### src/hw/rtl/bmm_pkg.sv
// package with types and constants for the bipartite matching block
`timescale 1ns / 1ps
package bmm_pkg;

  localparam logic [1:0] OP_ADD   = 2'd0;
  localparam logic [1:0] OP_CLEAR = 2'd1;
  localparam logic [1:0] OP_SOLVE = 2'd2;

  localparam logic CFG_LEFT_COUNT  = 1'b0;
  localparam logic CFG_RIGHT_COUNT = 1'b1;

  typedef enum logic [3:0] {
    ST_IDLE,
    ST_CLEAR,
    ST_INIT,
    ST_ROOT,
    ST_SCAN,
    ST_VISIT,
    ST_FLIP,
    ST_EMIT
  } state_t;

  // commands from controller to datapath
  typedef struct packed {
    logic add_edge;
    logic clear_row;
    logic init_part;
    logic push_root;
    logic scan;
    logic visit;
    logic flip;
    logic emit_load;
    logic next_root;
    logic next_out;
  } cmd_t;

  // status from datapath to controller
  typedef struct packed {
    logic clear_done;
    logic init_done;
    logic roots_done;
    logic found;
    logic stack_empty;
    logic free_right;
    logic flip_done;
    logic out_done;
  } stat_t;

endpackage

### src/hw/rtl/bmm_if.sv
// valid/ready channel interfaces for edges, results and configuration
`timescale 1ns / 1ps
interface bmm_in_if;
  logic       valid;
  logic       ready;
  logic [1:0] opcode;
  logic [4:0] left_vertex;
  logic [4:0] right_vertex;
  modport source (output valid, opcode, left_vertex, right_vertex, input ready);
  modport sink (input valid, opcode, left_vertex, right_vertex, output ready);
endinterface

interface bmm_out_if;
  logic       valid;
  logic       ready;
  logic [4:0] right_index;
  logic [4:0] partner;
  logic       is_matched;
  logic [5:0] match_count;
  logic       last;
  modport source (output valid, right_index, partner, is_matched, match_count, last,
                  input ready);
  modport sink (input valid, right_index, partner, is_matched, match_count, last,
                output ready);
endinterface

interface bmm_cfg_if;
  logic       valid;
  logic       ready;
  logic       index;
  logic [5:0] data;
  modport source (output valid, index, data, input ready);
  modport sink (input valid, index, data, output ready);
endinterface

### src/hw/rtl/bmm_ctrl.sv
// controller state machine sequencing load, clear, search and emit
`timescale 1ns / 1ps
module bmm_ctrl (
  input  logic             clk,
  input  logic             rst,
  input  logic             in_valid,
  input  logic [1:0]       in_opcode,
  output logic             in_ready,
  input  logic             out_free,
  input  bmm_pkg::stat_t   stat,
  output bmm_pkg::cmd_t    cmd
);
  bmm_pkg::state_t state, state_next;
  logic take;

  assign take = in_valid && in_ready;

  // state register
  always_ff @(posedge clk) begin
    if (rst) state <= bmm_pkg::ST_IDLE;
    else state <= state_next;
  end

  // next state
  always_comb begin
    state_next = state;
    case (state)
      bmm_pkg::ST_IDLE: begin
        if (take && in_opcode == bmm_pkg::OP_CLEAR) state_next = bmm_pkg::ST_CLEAR;
        else if (take && in_opcode == bmm_pkg::OP_SOLVE) state_next = bmm_pkg::ST_INIT;
      end
      bmm_pkg::ST_CLEAR: if (stat.clear_done) state_next = bmm_pkg::ST_IDLE;
      bmm_pkg::ST_INIT:  if (stat.init_done) state_next = bmm_pkg::ST_ROOT;
      bmm_pkg::ST_ROOT:  state_next = stat.roots_done ? bmm_pkg::ST_EMIT : bmm_pkg::ST_SCAN;
      bmm_pkg::ST_SCAN: begin
        if (stat.stack_empty) state_next = bmm_pkg::ST_ROOT;
        else if (stat.found) state_next = bmm_pkg::ST_VISIT;
      end
      bmm_pkg::ST_VISIT: state_next = stat.free_right ? bmm_pkg::ST_FLIP : bmm_pkg::ST_SCAN;
      bmm_pkg::ST_FLIP:  if (stat.flip_done) state_next = bmm_pkg::ST_ROOT;
      bmm_pkg::ST_EMIT:  if (out_free && stat.out_done) state_next = bmm_pkg::ST_IDLE;
      default: state_next = bmm_pkg::ST_IDLE;
    endcase
  end

  // outputs
  always_comb begin
    cmd = '0;
    in_ready = 1'b0;
    case (state)
      bmm_pkg::ST_IDLE: begin
        in_ready = 1'b1;
        cmd.add_edge = take && in_opcode == bmm_pkg::OP_ADD;
      end
      bmm_pkg::ST_CLEAR: cmd.clear_row = 1'b1;
      bmm_pkg::ST_INIT:  cmd.init_part = 1'b1;
      bmm_pkg::ST_ROOT:  cmd.push_root = !stat.roots_done;
      bmm_pkg::ST_SCAN: begin
        cmd.scan = !stat.stack_empty;
        cmd.next_root = stat.stack_empty;
      end
      bmm_pkg::ST_VISIT: cmd.visit = 1'b1;
      bmm_pkg::ST_FLIP: begin
        cmd.flip = 1'b1;
        cmd.next_root = stat.flip_done;
      end
      bmm_pkg::ST_EMIT: begin
        cmd.emit_load = out_free;
        cmd.next_out = out_free;
      end
      default: cmd = '0;
    endcase
  end
endmodule

### src/hw/rtl/bmm_dp.sv
// datapath: adjacency rows, partner table, visited marks and search stack
`timescale 1ns / 1ps
module bmm_dp #(
  parameter int MAX_LEFT  = 32,
  parameter int MAX_RIGHT = 32
) (
  input  logic            clk,
  input  logic            rst,
  input  bmm_pkg::cmd_t   cmd,
  output bmm_pkg::stat_t  stat,
  input  logic [4:0]      in_left,
  input  logic [4:0]      in_right,
  input  logic            cfg_we,
  input  logic            cfg_index,
  input  logic [5:0]      cfg_data,
  output logic [4:0]      res_right,
  output logic [4:0]      res_partner,
  output logic            res_matched,
  output logic [5:0]      res_count,
  output logic            res_last
);
  localparam int LW = (MAX_LEFT > 1) ? $clog2(MAX_LEFT) : 1;
  localparam int RW = (MAX_RIGHT > 1) ? $clog2(MAX_RIGHT) : 1;
  localparam int LCW = $clog2(MAX_LEFT + 1);
  localparam int RCW = $clog2(MAX_RIGHT + 1);
  localparam int SW = (LCW > RCW) ? LCW : RCW;

  logic [MAX_RIGHT-1:0] adj [MAX_LEFT];
  logic [LW-1:0]        ptab [MAX_RIGHT];
  logic [MAX_RIGHT-1:0] pvalid;
  logic [MAX_RIGHT-1:0] visited;
  logic [LW-1:0]        stk_left [MAX_LEFT];
  logic [RCW-1:0]       stk_next [MAX_LEFT];
  logic [LCW-1:0]       depth;
  logic [LCW-1:0]       root;
  logic [5:0]           matched_total;
  logic [5:0]           left_count, right_count;
  logic [LCW-1:0]       lc;
  logic [RCW-1:0]       rc;
  logic [SW-1:0]        sweep;
  logic [RW-1:0]        hit_v;
  logic                 hit;
  logic [RW-1:0]        cur_v;
  logic [LW-1:0]        top_left;
  logic [RCW-1:0]       top_next;
  logic [MAX_RIGHT-1:0] cand;
  logic [LCW-1:0]       top_idx;

  // clamped counts
  always_comb begin
    if (left_count == 6'd0) lc = LCW'(1);
    else if (32'(left_count) > MAX_LEFT) lc = LCW'(MAX_LEFT);
    else lc = LCW'(left_count);
    if (right_count == 6'd0) rc = RCW'(1);
    else if (32'(right_count) > MAX_RIGHT) rc = RCW'(MAX_RIGHT);
    else rc = RCW'(right_count);
  end

  // configuration registers
  always_ff @(posedge clk) begin
    if (rst) begin
      left_count  <= 6'(MAX_LEFT > 63 ? 63 : MAX_LEFT);
      right_count <= 6'(MAX_RIGHT > 63 ? 63 : MAX_RIGHT);
    end else if (cfg_we) begin
      if (cfg_index == bmm_pkg::CFG_LEFT_COUNT) left_count <= cfg_data;
      else right_count <= cfg_data;
    end
  end

  // top frame and first eligible neighbour at or after next
  assign top_idx  = depth - LCW'(1);
  assign top_left = stk_left[top_idx[LW-1:0]];
  assign top_next = stk_next[top_idx[LW-1:0]];
  always_comb begin
    hit = 1'b0;
    hit_v = '0;
    for (int i = 0; i < MAX_RIGHT; i++) begin
      cand[i] = adj[top_left][i] && !visited[i] && (RCW'(i) >= top_next) &&
                (RCW'(i) < rc) && (LCW'(top_left) < lc);
    end
    for (int i = MAX_RIGHT - 1; i >= 0; i--) begin
      if (cand[i]) begin
        hit = 1'b1;
        hit_v = RW'(i);
      end
    end
  end

  assign stat.found       = hit;
  assign stat.stack_empty = (depth == '0);
  assign stat.roots_done  = (root >= lc);
  assign stat.clear_done  = (sweep == SW'(MAX_LEFT - 1));
  assign stat.init_done   = 1'b1;
  assign stat.free_right  = !pvalid[cur_v];
  assign stat.flip_done   = (depth == LCW'(1));
  assign stat.out_done    = (RCW'(sweep) == rc - RCW'(1));

  // adjacency matrix
  always_ff @(posedge clk) begin
    if (rst) begin
      for (int i = 0; i < MAX_LEFT; i++) adj[i] <= '0;
    end else if (cmd.add_edge) begin
      if (32'(in_left) < MAX_LEFT && 32'(in_right) < MAX_RIGHT)
        adj[LW'(in_left)][RW'(in_right)] <= 1'b1;
    end else if (cmd.clear_row) begin
      adj[sweep[LW-1:0]] <= '0;
    end
  end

  // search state
  always_ff @(posedge clk) begin
    if (rst) begin
      depth <= '0;
      root <= '0;
      sweep <= '0;
      pvalid <= '0;
      visited <= '0;
      matched_total <= '0;
      cur_v <= '0;
    end else begin
      if (cmd.clear_row) sweep <= stat.clear_done ? '0 : sweep + SW'(1);
      if (cmd.init_part) begin
        pvalid <= '0;
        root <= '0;
        matched_total <= '0;
        sweep <= '0;
      end
      if (cmd.push_root) begin
        visited <= '0;
        stk_left[0] <= root[LW-1:0];
        stk_next[0] <= '0;
        depth <= LCW'(1);
      end
      if (cmd.scan) begin
        if (hit) begin
          visited[hit_v] <= 1'b1;
          stk_next[top_idx[LW-1:0]] <= RCW'(hit_v) + RCW'(1);
          cur_v <= hit_v;
        end else begin
          depth <= depth - LCW'(1);
        end
      end
      if (cmd.visit && pvalid[cur_v] && depth < LCW'(MAX_LEFT)) begin
        stk_left[depth[LW-1:0]] <= ptab[cur_v];
        stk_next[depth[LW-1:0]] <= '0;
        depth <= depth + LCW'(1);
      end
      if (cmd.flip) begin
        pvalid[RW'(top_next - RCW'(1))] <= 1'b1;
        ptab[RW'(top_next - RCW'(1))] <= top_left;
        depth <= depth - LCW'(1);
        if (stat.flip_done) matched_total <= matched_total + 6'd1;
      end
      if (cmd.next_root) root <= root + LCW'(1);
      if (cmd.next_out) sweep <= stat.out_done ? '0 : sweep + SW'(1);
    end
  end

  // result register
  always_ff @(posedge clk) begin
    if (cmd.emit_load) begin
      res_right   <= 5'(sweep);
      res_matched <= pvalid[sweep[RW-1:0]];
      res_partner <= pvalid[sweep[RW-1:0]] ? 5'(ptab[sweep[RW-1:0]]) : 5'd0;
      res_last    <= stat.out_done;
      res_count   <= stat.out_done ? matched_total : 6'd0;
    end
  end
endmodule

### src/hw/rtl/bipartite_max_matching.sv
// top level of the bipartite maximum matching block
`timescale 1ns / 1ps
// Maximum bipartite matching by augmenting paths.
// Channel in carries commands: add edge, clear all edges (all MAX_LEFT rows,
// one adjacency row per cycle) and solve.
// Channel cfg writes left_count (index 0) and right_count (index 1);
// counts of 0 act as 1, counts above the maximum act as the maximum.
// A solve first resets partners, then for each left vertex pushes it as
// root, scans for and visits each reachable unvisited right vertex, pops
// each failed frame and flips each step of a found augmenting path; a root
// whose search fails ends on seeing the empty stack. A final root step ends
// the search, and the emit state then loads results into the output
// register; without stalls results then move one per cycle.
// Results, one per right vertex in use, leave through an output register
// on channel out; last marks the final one, which carries the matching size.
// Input ready is low from a solve until its last result is loaded into the
// output register; a stalled receiver simply holds the output register and
// the controller.
// Reset (rst, synchronous) empties the edge matrix, unmatches all right
// vertices and restores both counts to their maxima.
module bipartite_max_matching #(
  parameter int MAX_LEFT  = 32,
  parameter int MAX_RIGHT = 32
) (
  input logic clk,
  input logic rst,
  bmm_in_if.sink    in,
  bmm_out_if.source out,
  bmm_cfg_if.sink   cfg
);
  bmm_pkg::cmd_t  cmd;
  bmm_pkg::stat_t stat;
  logic out_free;

  assign cfg.ready = 1'b1;
  assign out_free = !out.valid || out.ready;

  // output valid flag
  always_ff @(posedge clk) begin
    if (rst) out.valid <= 1'b0;
    else if (cmd.emit_load) out.valid <= 1'b1;
    else if (out.ready) out.valid <= 1'b0;
  end

  bmm_ctrl u_ctrl (
    .clk(clk), .rst(rst), .in_valid(in.valid), .in_opcode(in.opcode),
    .in_ready(in.ready), .out_free(out_free), .stat(stat), .cmd(cmd)
  );

  bmm_dp #(.MAX_LEFT(MAX_LEFT), .MAX_RIGHT(MAX_RIGHT)) u_dp (
    .clk(clk), .rst(rst), .cmd(cmd), .stat(stat),
    .in_left(in.left_vertex), .in_right(in.right_vertex),
    .cfg_we(cfg.valid), .cfg_index(cfg.index), .cfg_data(cfg.data),
    .res_right(out.right_index), .res_partner(out.partner),
    .res_matched(out.is_matched), .res_count(out.match_count), .res_last(out.last)
  );
endmodule
### src/flat_wrapper.sv
// flat-port wrapper written by rule: the top's interface ports become plain ports
module bipartite_max_matching_flat 
#(
  parameter int MAX_LEFT  = 32,
  parameter int MAX_RIGHT = 32
)
  (clk, rst, in_valid, in_opcode, in_left_vertex, in_right_vertex, in_ready, out_valid, out_right_index, out_partner, out_is_matched, out_match_count, out_last, out_ready, cfg_valid, cfg_index, cfg_data, cfg_ready);
  bmm_in_if in_i ();
  bmm_out_if out_i ();
  bmm_cfg_if cfg_i ();
  input logic clk;
  input logic rst;
  input wire logic [$bits(in_i.valid)-1:0] in_valid;
  input wire logic [$bits(in_i.opcode)-1:0] in_opcode;
  input wire logic [$bits(in_i.left_vertex)-1:0] in_left_vertex;
  input wire logic [$bits(in_i.right_vertex)-1:0] in_right_vertex;
  output wire logic [$bits(in_i.ready)-1:0] in_ready;
  output wire logic [$bits(out_i.valid)-1:0] out_valid;
  output wire logic [$bits(out_i.right_index)-1:0] out_right_index;
  output wire logic [$bits(out_i.partner)-1:0] out_partner;
  output wire logic [$bits(out_i.is_matched)-1:0] out_is_matched;
  output wire logic [$bits(out_i.match_count)-1:0] out_match_count;
  output wire logic [$bits(out_i.last)-1:0] out_last;
  input wire logic [$bits(out_i.ready)-1:0] out_ready;
  input wire logic [$bits(cfg_i.valid)-1:0] cfg_valid;
  input wire logic [$bits(cfg_i.index)-1:0] cfg_index;
  input wire logic [$bits(cfg_i.data)-1:0] cfg_data;
  output wire logic [$bits(cfg_i.ready)-1:0] cfg_ready;
  assign in_i.valid = in_valid;
  assign in_i.opcode = in_opcode;
  assign in_i.left_vertex = in_left_vertex;
  assign in_i.right_vertex = in_right_vertex;
  assign in_ready = in_i.ready;
  assign out_valid = out_i.valid;
  assign out_right_index = out_i.right_index;
  assign out_partner = out_i.partner;
  assign out_is_matched = out_i.is_matched;
  assign out_match_count = out_i.match_count;
  assign out_last = out_i.last;
  assign out_i.ready = out_ready;
  assign cfg_i.valid = cfg_valid;
  assign cfg_i.index = cfg_index;
  assign cfg_i.data = cfg_data;
  assign cfg_ready = cfg_i.ready;
  bipartite_max_matching #(.MAX_LEFT(MAX_LEFT), .MAX_RIGHT(MAX_RIGHT)) u_core (.clk(clk), .rst(rst), .in(in_i), .out(out_i), .cfg(cfg_i));
endmodule
### config.mk
export PLATFORM = sky130hd
export DESIGN_NAME = bipartite_max_matching_flat
export DESIGN_NICKNAME = d
export VERILOG_FILES = /design/src/hw/rtl/bmm_pkg.sv /design/src/hw/rtl/bmm_if.sv /design/src/hw/rtl/bmm_ctrl.sv /design/src/hw/rtl/bmm_dp.sv /design/src/hw/rtl/bipartite_max_matching.sv /design/src/flat_wrapper.sv
export SDC_FILE = /design/constraint.sdc
export NUM_CORES = 2
export LEC_CHECK = 0
export BUFFER_PORTS_ARGS = -buffer_cell sky130_fd_sc_hd__buf_4
export CAP_MARGIN = 20
export CELL_PAD_IN_SITES_DETAIL_PLACEMENT = 1
export CELL_PAD_IN_SITES_GLOBAL_PLACEMENT = 2
export CORE_MARGIN = 1.5
export CORE_UTILIZATION = 44
export CTS_CLUSTER_DIAMETER = 150
export CTS_CLUSTER_SIZE = 10
export DETAILED_ROUTE_END_ITERATION = 8
export HOLD_SLACK_MARGIN = 0.15
export PLACE_DENSITY = 0.85
export SETUP_SLACK_MARGIN = 0.3
export SYNTH_ARGS = -nofsm -noshare
export SYNTH_HDL_FRONTEND = slang
export SYNTH_HIERARCHICAL = 1
export SYNTH_SLANG_ARGS = --single-unit
### constraint.sdc
create_clock -name clk -period 11.7 [get_ports clk]
set_input_delay 2.34 -clock clk [delete_from_list [all_inputs] [get_ports clk]]
set_output_delay 2.34 -clock clk [all_outputs]
set_load 0.01 [all_outputs]
== Word-level counts from Yosys, hierarchy flattened ==
Memories as Yosys holds them, arrays and structs flattened. A register that Yosys moved wholly into a read port is not among the register bits.
Index checks and enable logic that the tools add are counted.

* Add/sub/neg operators: 8
* Order comparisons: 77
* Equality and inequality tests: 17
* Multiplexer cells: 161
* Bitwise operators: 3
* Reduce and logical (&&, ||, !) cells: 192

{| class="wikitable"
|+ Operators by type and width
! kind !! count
|-
| 32-bit 2-to-1 mux || 12
|-
| 5-bit 2-to-1 mux || 40
|-
| 1-bit logical AND || 138
|-
| 6-bit 2-to-1 mux || 21
|-
| 5-bit by 6-bit >= comparator with 1-bit output (first input constant) || 16
|-
| 5-bit by 6-bit less-than comparator with 1-bit output (first input constant) || 16
|-
| 1-bit 2-to-1 mux || 72
|-
| 32-bit bitwise OR || 2
|-
| 32-bit OR reduction || 2
|-
| 4-bit by 6-bit >= comparator with 1-bit output (first input constant) || 8
|-
| 4-bit by 6-bit less-than comparator with 1-bit output (first input constant) || 8
|-
| 1-bit logical NOT || 36
|-
| 4-bit one-hot mux with 8 select lines || 1
|-
| 5-bit by 6-bit less-than comparator with 1-bit output (second input constant) || 5
|-
| 4-bit 2-to-1 mux || 7
|-
| 6-bit by 1-bit adder with 6-bit output (second input constant) || 4
|-
| 3-bit by 6-bit >= comparator with 1-bit output (first input constant) || 4
|-
| 3-bit by 6-bit less-than comparator with 1-bit output (first input constant) || 4
|-
| 6-bit logical NOT || 3
|-
| 4-bit by 3-bit equality test with 1-bit output (second input constant) || 4
|-
| 1-bit demux with 5-bit select || 3
|-
| 5-bit by 1-bit >= comparator with 1-bit output (second input constant) || 3
|-
| 1-bit by 6-bit >= comparator with 1-bit output (first input constant) || 2
|-
| 2-bit by 6-bit >= comparator with 1-bit output (first input constant) || 2
|-
| other kinds (31) || 45
|}

* Bits in registers: 123
* Bits in writable memories: 1,536
* Bits of input ports: 24
* Word-level logic and storage cells: 477
* Memories: 4

{| class="wikitable"
|+ Memory list
! memory !! words !! bits a word !! rd ports !! clocked after memory_dff !! write ports !! RTL line !! source
|-
| u_core.u_dp.adj || 32 || 32 || 1 || 0 || 32 || bmm_dp.sv:28 || <nowiki>logic [MAX_RIGHT-1:0] adj [MAX_LEFT];</nowiki>
|-
| u_core.u_dp.stk_next || 32 || 6 || 1 || 0 || 1 || bmm_dp.sv:33 || <nowiki>logic [RCW-1:0] stk_next [MAX_LEFT];</nowiki>
|-
| u_core.u_dp.ptab || 32 || 5 || 2 || 2 || 1 || bmm_dp.sv:29 || <nowiki>logic [LW-1:0] ptab [MAX_RIGHT];</nowiki>
|-
| u_core.u_dp.stk_left || 32 || 5 || 1 || 0 || 1 || bmm_dp.sv:32 || <nowiki>logic [LW-1:0] stk_left [MAX_LEFT];</nowiki>
|}

== Logic depth before layout (Yosys ltp) ==
An unclocked memory read counts as a cell.

* Depth in word-level cells: 46
* Depth in mapped cells: 39
* Gate-level depth less buffers: 27

== Cells and area by module ==
Netlist, hierarchy kept.

{| class="wikitable"
|+ By module, submodules not included
! module !! times used !! cells an instance !! area an instance (µm²)
|-
| bmm_dp || 1 || 7,598 || 85,326.8
|-
| bmm_ctrl || 1 || 59 || 427.9
|-
| bipartite_max_matching || 1 || 6 || 57.6
|}

== Worst setup path before layout ==
OpenSTA, ideal clock, no wires.

* Kind: register -> register
* From: register u_core.u_dp.depth[0]
* To: memory u_core/u_dp/stk_next[12][4] in the netlist's numbering
* Setup time: 0.153 ns
* Arrival: 7.925 ns
* Slack: 3.623 ns
* Cell stages (with the launch flop): 36
* Path buffers: 11
* Path through: dfxtp_1 > buf_4 > inv_1 > clkbuf_1 > ha_1 > buf_2 > buf_6 > buf_2 > buf_4 > mux4_2 > mux2i_1 > o22ai_1 > a21oi_1 > inv_2 > clkbuf_1 > clkbuf_1 > clkbuf_1 > ha_1 > a21oi_1 > nand2_1 > nor4_2 > o21a_1 > o21ai_0 > or3_1 > a311o_1 > nand3b_1 > a21oi_1 > a211oi_1 > o22ai_1 > nor2_1 > clkbuf_1 > ha_1 > and3_1 > xor2_2 > buf_4 > a211oi_1

{| class="wikitable"
|+ RTL lines
! what !! RTL line !! source
|-
| start, declared || bmm_dp.sv:34 || <nowiki>logic [LCW-1:0] depth;</nowiki>
|-
| start signal, assigned || bmm_dp.sv:140 || <nowiki>depth <= depth - LCW'(1);</nowiki>
|-
| start signal, assigned || bmm_dp.sv:146 || <nowiki>depth <= depth + LCW'(1);</nowiki>
|-
| start signal, assigned || bmm_dp.sv:151 || <nowiki>depth <= depth - LCW'(1);</nowiki>
|-
| 6-bit by 1-bit subtractor with 6-bit output (*) || - ||
|-
| memory read 32 x 5 bit (*) || - ||
|-
| net u_core.u_dp.top_left[4] || bmm_dp.sv:44 || <nowiki>logic [LW-1:0] top_left;</nowiki>
|-
| memory read 32 x 32 bit || - ||
|-
| 1-bit logical AND (3 in series) || bmm_dp.sv:78 || <nowiki>cand[i] = adj[top_left][i] && !visited[i] && (RCW'(i) >= top_next) &&</nowiki>
|-
| 1-bit logical AND || bmm_dp.sv:79 || <nowiki>(RCW'(i) < rc) && (LCW'(top_left) < lc);</nowiki>
|-
| 5-bit 2-to-1 mux (31 in series) || bmm_dp.sv:82 || <nowiki>if (cand[i]) begin</nowiki>
|-
| 5-bit 2-to-1 mux (*) || bmm_dp.sv:82 ||
|-
| net u_core.u_dp.hit_v[0] || bmm_dp.sv:41 || <nowiki>logic [RW-1:0] hit_v;</nowiki>
|-
| 5-bit by 1-bit adder with 6-bit output (*) || bmm_dp.sv:137 || <nowiki>stk_next[top_idx[LW-1:0]] <= RCW'(hit_v) + RCW'(1);</nowiki>
|-
| 6-bit 2-to-1 mux (no source line) (*) (2 in series) || - ||
|-
| end, declared || bmm_dp.sv:33 ||
|}

Mark *: on every way through the listed nets, which the timed path passes. The rest lies on a longest branch.

== Final worst setup path ==
* From: register u_core.u_dp.depth[0]
* To: memory u_core/u_dp/stk_next[25][4] in the netlist's numbering

* Longest elaborated chain between the ends: 46

{| class="wikitable"
|+ RTL lines
! what !! RTL line !! source
|-
| 6-bit by 1-bit subtractor with 6-bit output || - ||
|-
| memory read 32 x 5 bit || - ||
|-
| memory read 32 x 32 bit || - ||
|-
| 1-bit logical AND (3 in series) || bmm_dp.sv:78 ||
|-
| 1-bit logical AND || bmm_dp.sv:79 ||
|-
| 1-bit 2-to-1 mux (32 in series) || bmm_dp.sv:82 ||
|-
| 1-bit 2-to-1 mux || bmm_dp.sv:135 || <nowiki>if (hit) begin</nowiki>
|-
| 1-bit 2-to-1 mux || bmm_dp.sv:134 || <nowiki>if (cmd.scan) begin</nowiki>
|-
| 1-bit 2-to-1 mux || bmm_dp.sv:112 || <nowiki>if (rst) begin</nowiki>
|-
| 1-bit 2-to-1 mux (implied by the code) || bmm_dp.sv:137 ||
|-
| 6-bit OR reduction (no source line) || - ||
|-
| 6-bit 2-to-1 mux (no source line) (tied with other cells) (2 in series) || - ||
|}

Several ways; a longest one is shown, not always the timed one.

==> impl_metrics.json <==
{
  "status": "complete, no violations",
  "wl_per_cell_um": 30.4,
  "drt-total-wl_mm": 301,
  "start_kind": "register",
  "drv_cap": 0,
  "power-per-cell-area_mw_per_mm2": 209,
  "synth_top_area_share_pct": 47.7,
  "cts_sinks": 1668,
  "start_util_pct": 44.4,
  "cts_resized": 0,
  "root_buffer": "clkbuf_16",
  "period_needed_ns": 9.80,
  "yosysSeqAreaShare_pct": 54.8,
  "place_area_mm2": 0.0879,
  "crit_arrival_ns": 10.44,
  "busiest_layer": "met2",
  "cp-end-kind": "register",
  "gp_congestion": 0.901,
  "routed_via_density": 6.48,
  "cts_hold_buffers": 0,
  "min_period_over_period_pct": 83.7,
  "path_max_fanout": 63,
  "final.setup_skew_ns": 0.0350,
  "crit_type": "reg -> reg",
  "cpPeakStageDelay_ns": 1.03,
  "htreeDepth": 4,
  "synth.area.top_cells": "edfxtp_1 (48%), o21bai_1 (9.0%), dfxtp_1 (7.1%)",
  "tns_ns": 0,
  "tightest_slew_ns": 1.20,
  "hpwl_mm": 181,
  "grt_usage_pct": 30.0,
  "synth_area_mm2": 0.0858,
  "synth_ff_type": "edfxtp_1",
  "synthTopCellsByCount": "nor2_1 (1372), edfxtp_1 (1362), o21bai_1 (1026)",
  "coreArea_mm2": 0.193,
  "post-route-drc-count": 0,
  "worstSkewPairLatency_ns": 0.84,
  "post_cts_buffers": 0,
  "rsz0062_at_grt": "no",
  "clk_pin_slew_ns": 0.06,
  "initialDrtViolationCount": 7011,
  "drtPass1Iterations": 5,
  "vias": 64100,
  "area_growth_pct": 9.17,
  "critPathMostFrequentCell": "buf_4",
  "synth_top_area_cell": "edfxtp_1",
  "maxSlewViolCount": 0,
  "met3_usage_pct": 5.31,
  "nets": 7338,
  "dp.cells": 9594,
  "finalSetupViolCount": 0,
  "layout-drive-gt1-share_pct": 12.7,
  "port_buffers": 43,
  "async_reset_ff_share_pct": 0,
  "final-hold-violation-count": 0,
  "synth_seq_cells": 1668,
  "antenna_found_initial": 11,
  "yosysMostFrequentCell": "nor2_1",
  "final_area_mm2": 0.0937,
  "fp-row-count": 161,
  "fin_util_pct": 48.5,
  "grt_overflow": 0,
  "use_met2_pct": 48.7,
  "cp_slowest_cell": "ha_4",
  "synth_fp_nets": 7712,
  "crit_required_ns": 12.34,
  "p_total_mw": 19.6,
  "synthCells": 7663,
  "antenna_left": 0,
  "n_fill_cell": 20100,
  "cts.path.max_buffers": 3,
  "ir_drop_uv": 520,
  "slew_headroom_pct": 19.8,
  "die_y_um": 445,
  "hp-class": "reg -> reg",
  "cts_tree": "yes",
  "syn_area_per_cell_um2": 11.2,
  "p_leak_nw": 30.7,
  "grt_max_degree": 126,
  "die-area_mm2": 0.198,
  "fp.dieW_um": 445,
  "grt_pass1_wl_mm": 442,
  "fin_cells": 9899,
  "pin_count": 45,
  "grtUsageMet1_pct": 39.6,
  "fmaxAchievable_ghz": 0.102,
  "yosys.cell_types.count": 125,
  "synth_edf_count": 1362,
  "cts_buffers": 184,
  "grt_pass1_vias": 65200,
  "yosys_warnings": 6
}
registers in the layout (all words and copies together) (netlist names), 6 cells and up, named ones only:
register                   count
u_core/u_dp/adj             1024
u_core/u_dp/stk_next         192
u_core/u_dp/ptab             160
u_core/u_dp/stk_left         160
u_core/u_dp/pvalid            32
u_core/u_dp/visited           32
u_core/u_dp/depth              6
u_core/u_dp/left_count         6
u_core/u_dp/matched_total      6
u_core/u_dp/res_count          6
u_core/u_dp/right_count        6
u_core/u_dp/root               6
u_core/u_dp/sweep              6
cell type report:
class                      instances  area, µm²  share of cell area, %
timing repair buffer             272       2710                   2.89
sequential                      1668      47000                   50.2
multi-input combinational       5115      35400                   37.8
tap                             2526       3160                   3.37
clock inverter                     7       97.6                  0.104
clock buffer                     258       5010                   5.35
inverter                          48        214                  0.228
antenna                            5       12.5                 0.0134
placed cells by master, fill, tap and decap left out, types with 34 or more instances in the layout:
| cell type | count |
|---|---|
| nor2_1 | 1367 |
| edfxtp_1 | 1362 |
| o21bai_1 | 1026 |
| nand2_1 | 498 |
| mux2i_1 | 425 |
| dfxtp_1 | 302 |
| nand3_1 | 280 |
| mux4_2 | 222 |
| buf_4 | 216 |
| clkbuf_16 | 190 |
| a21oi_1 | 146 |
| a211oi_1 | 91 |
| o21ai_0 | 80 |
| clkbuf_1 | 68 |
| nor3_1 | 67 |
| o22ai_1 | 65 |
| mux2_2 | 64 |
| nand2b_1 | 55 |
| a21o_1 | 42 |
| inv_1 | 41 |
| o211ai_1 | 36 |
| a21oi_2 | 34 |
| nand4_1 | 34 |
| a32oi_1 | 34 |
per-stage QoR:
step	hold slack, ns	worst slack, ns
finish	0.475	1.90
global route	0.489	1.54
CTS	0.470	2.07
detailed placement	0.458	2.11
global placement	0.446	2.30
floorplan	0.406	3.62
where the power goes:
| part | internal [mW] | total [mW] | switching (mW) |
|---|---|---|---|
| logic | 2.14 | 7.59 | 5.44 |
| registers | 6.62 | 6.68 | 0.0630 |
| clock network | 2.93 | 5.30 | 2.37 |
| total | 11.7 | 19.6 | 7.87 |
metal layers:
metal / share of wire (%) / wire length [µm]
met1: 41 / 122000
met4: 4.3 / 12800
met2: 47 / 142000
met3: 7.9 / 23800
met5: 0.0033 / 10
worst max-delay path, delay by kind of cell, from the launching register on:
family | cells | cell delay (ns)
simple gates | 6 | 1.85
flops | 1 | 0.52
mux | 1 | 0.36
compound gates | 12 | 3.03
fa+ha+maj | 3 | 1.74
xor+xnor | 1 | 0.14
buf+inv | 6 | 1.79
logic make-up (layout without fill, tap and decap cells):
logic type / Yosys count / after routing / synth area share, %
compound gates: 1777 / 1777 / 15.2
xor+xnor: 22 / 22 / 0.251
fa+ha+maj: 25 / 25 / 0.365
buf+inv: 880 / 585 / 4.47
flops: 1668 / 1668 / 54.8
mux: 717 / 717 / 11.7
other cells: 2 / 7 / 0.00875
simple gates: 2572 / 2572 / 13.2
final timing paths:
| path | from | endpoint | slack [ns] | depth (start not counted) |
|---|---|---|---|---|
| setup / recovery | u_core/u_dp/depth[0] | u_core/u_dp/stk_next[25][4] | 1.90 | 29 |
| hold reg to reg | u_core/u_dp/pvalid[7] | u_core/u_dp/pvalid[7] | 0.47 | 1 |
| hold / removal | u_core/u_dp/pvalid[7] | u_core/u_dp/pvalid[7] | 0.47 | 1 |
| setup reg to reg | u_core/u_dp/depth[0] | u_core/u_dp/stk_next[25][4] | 1.90 | 29 |
Power figures use the tool's default switching activity.
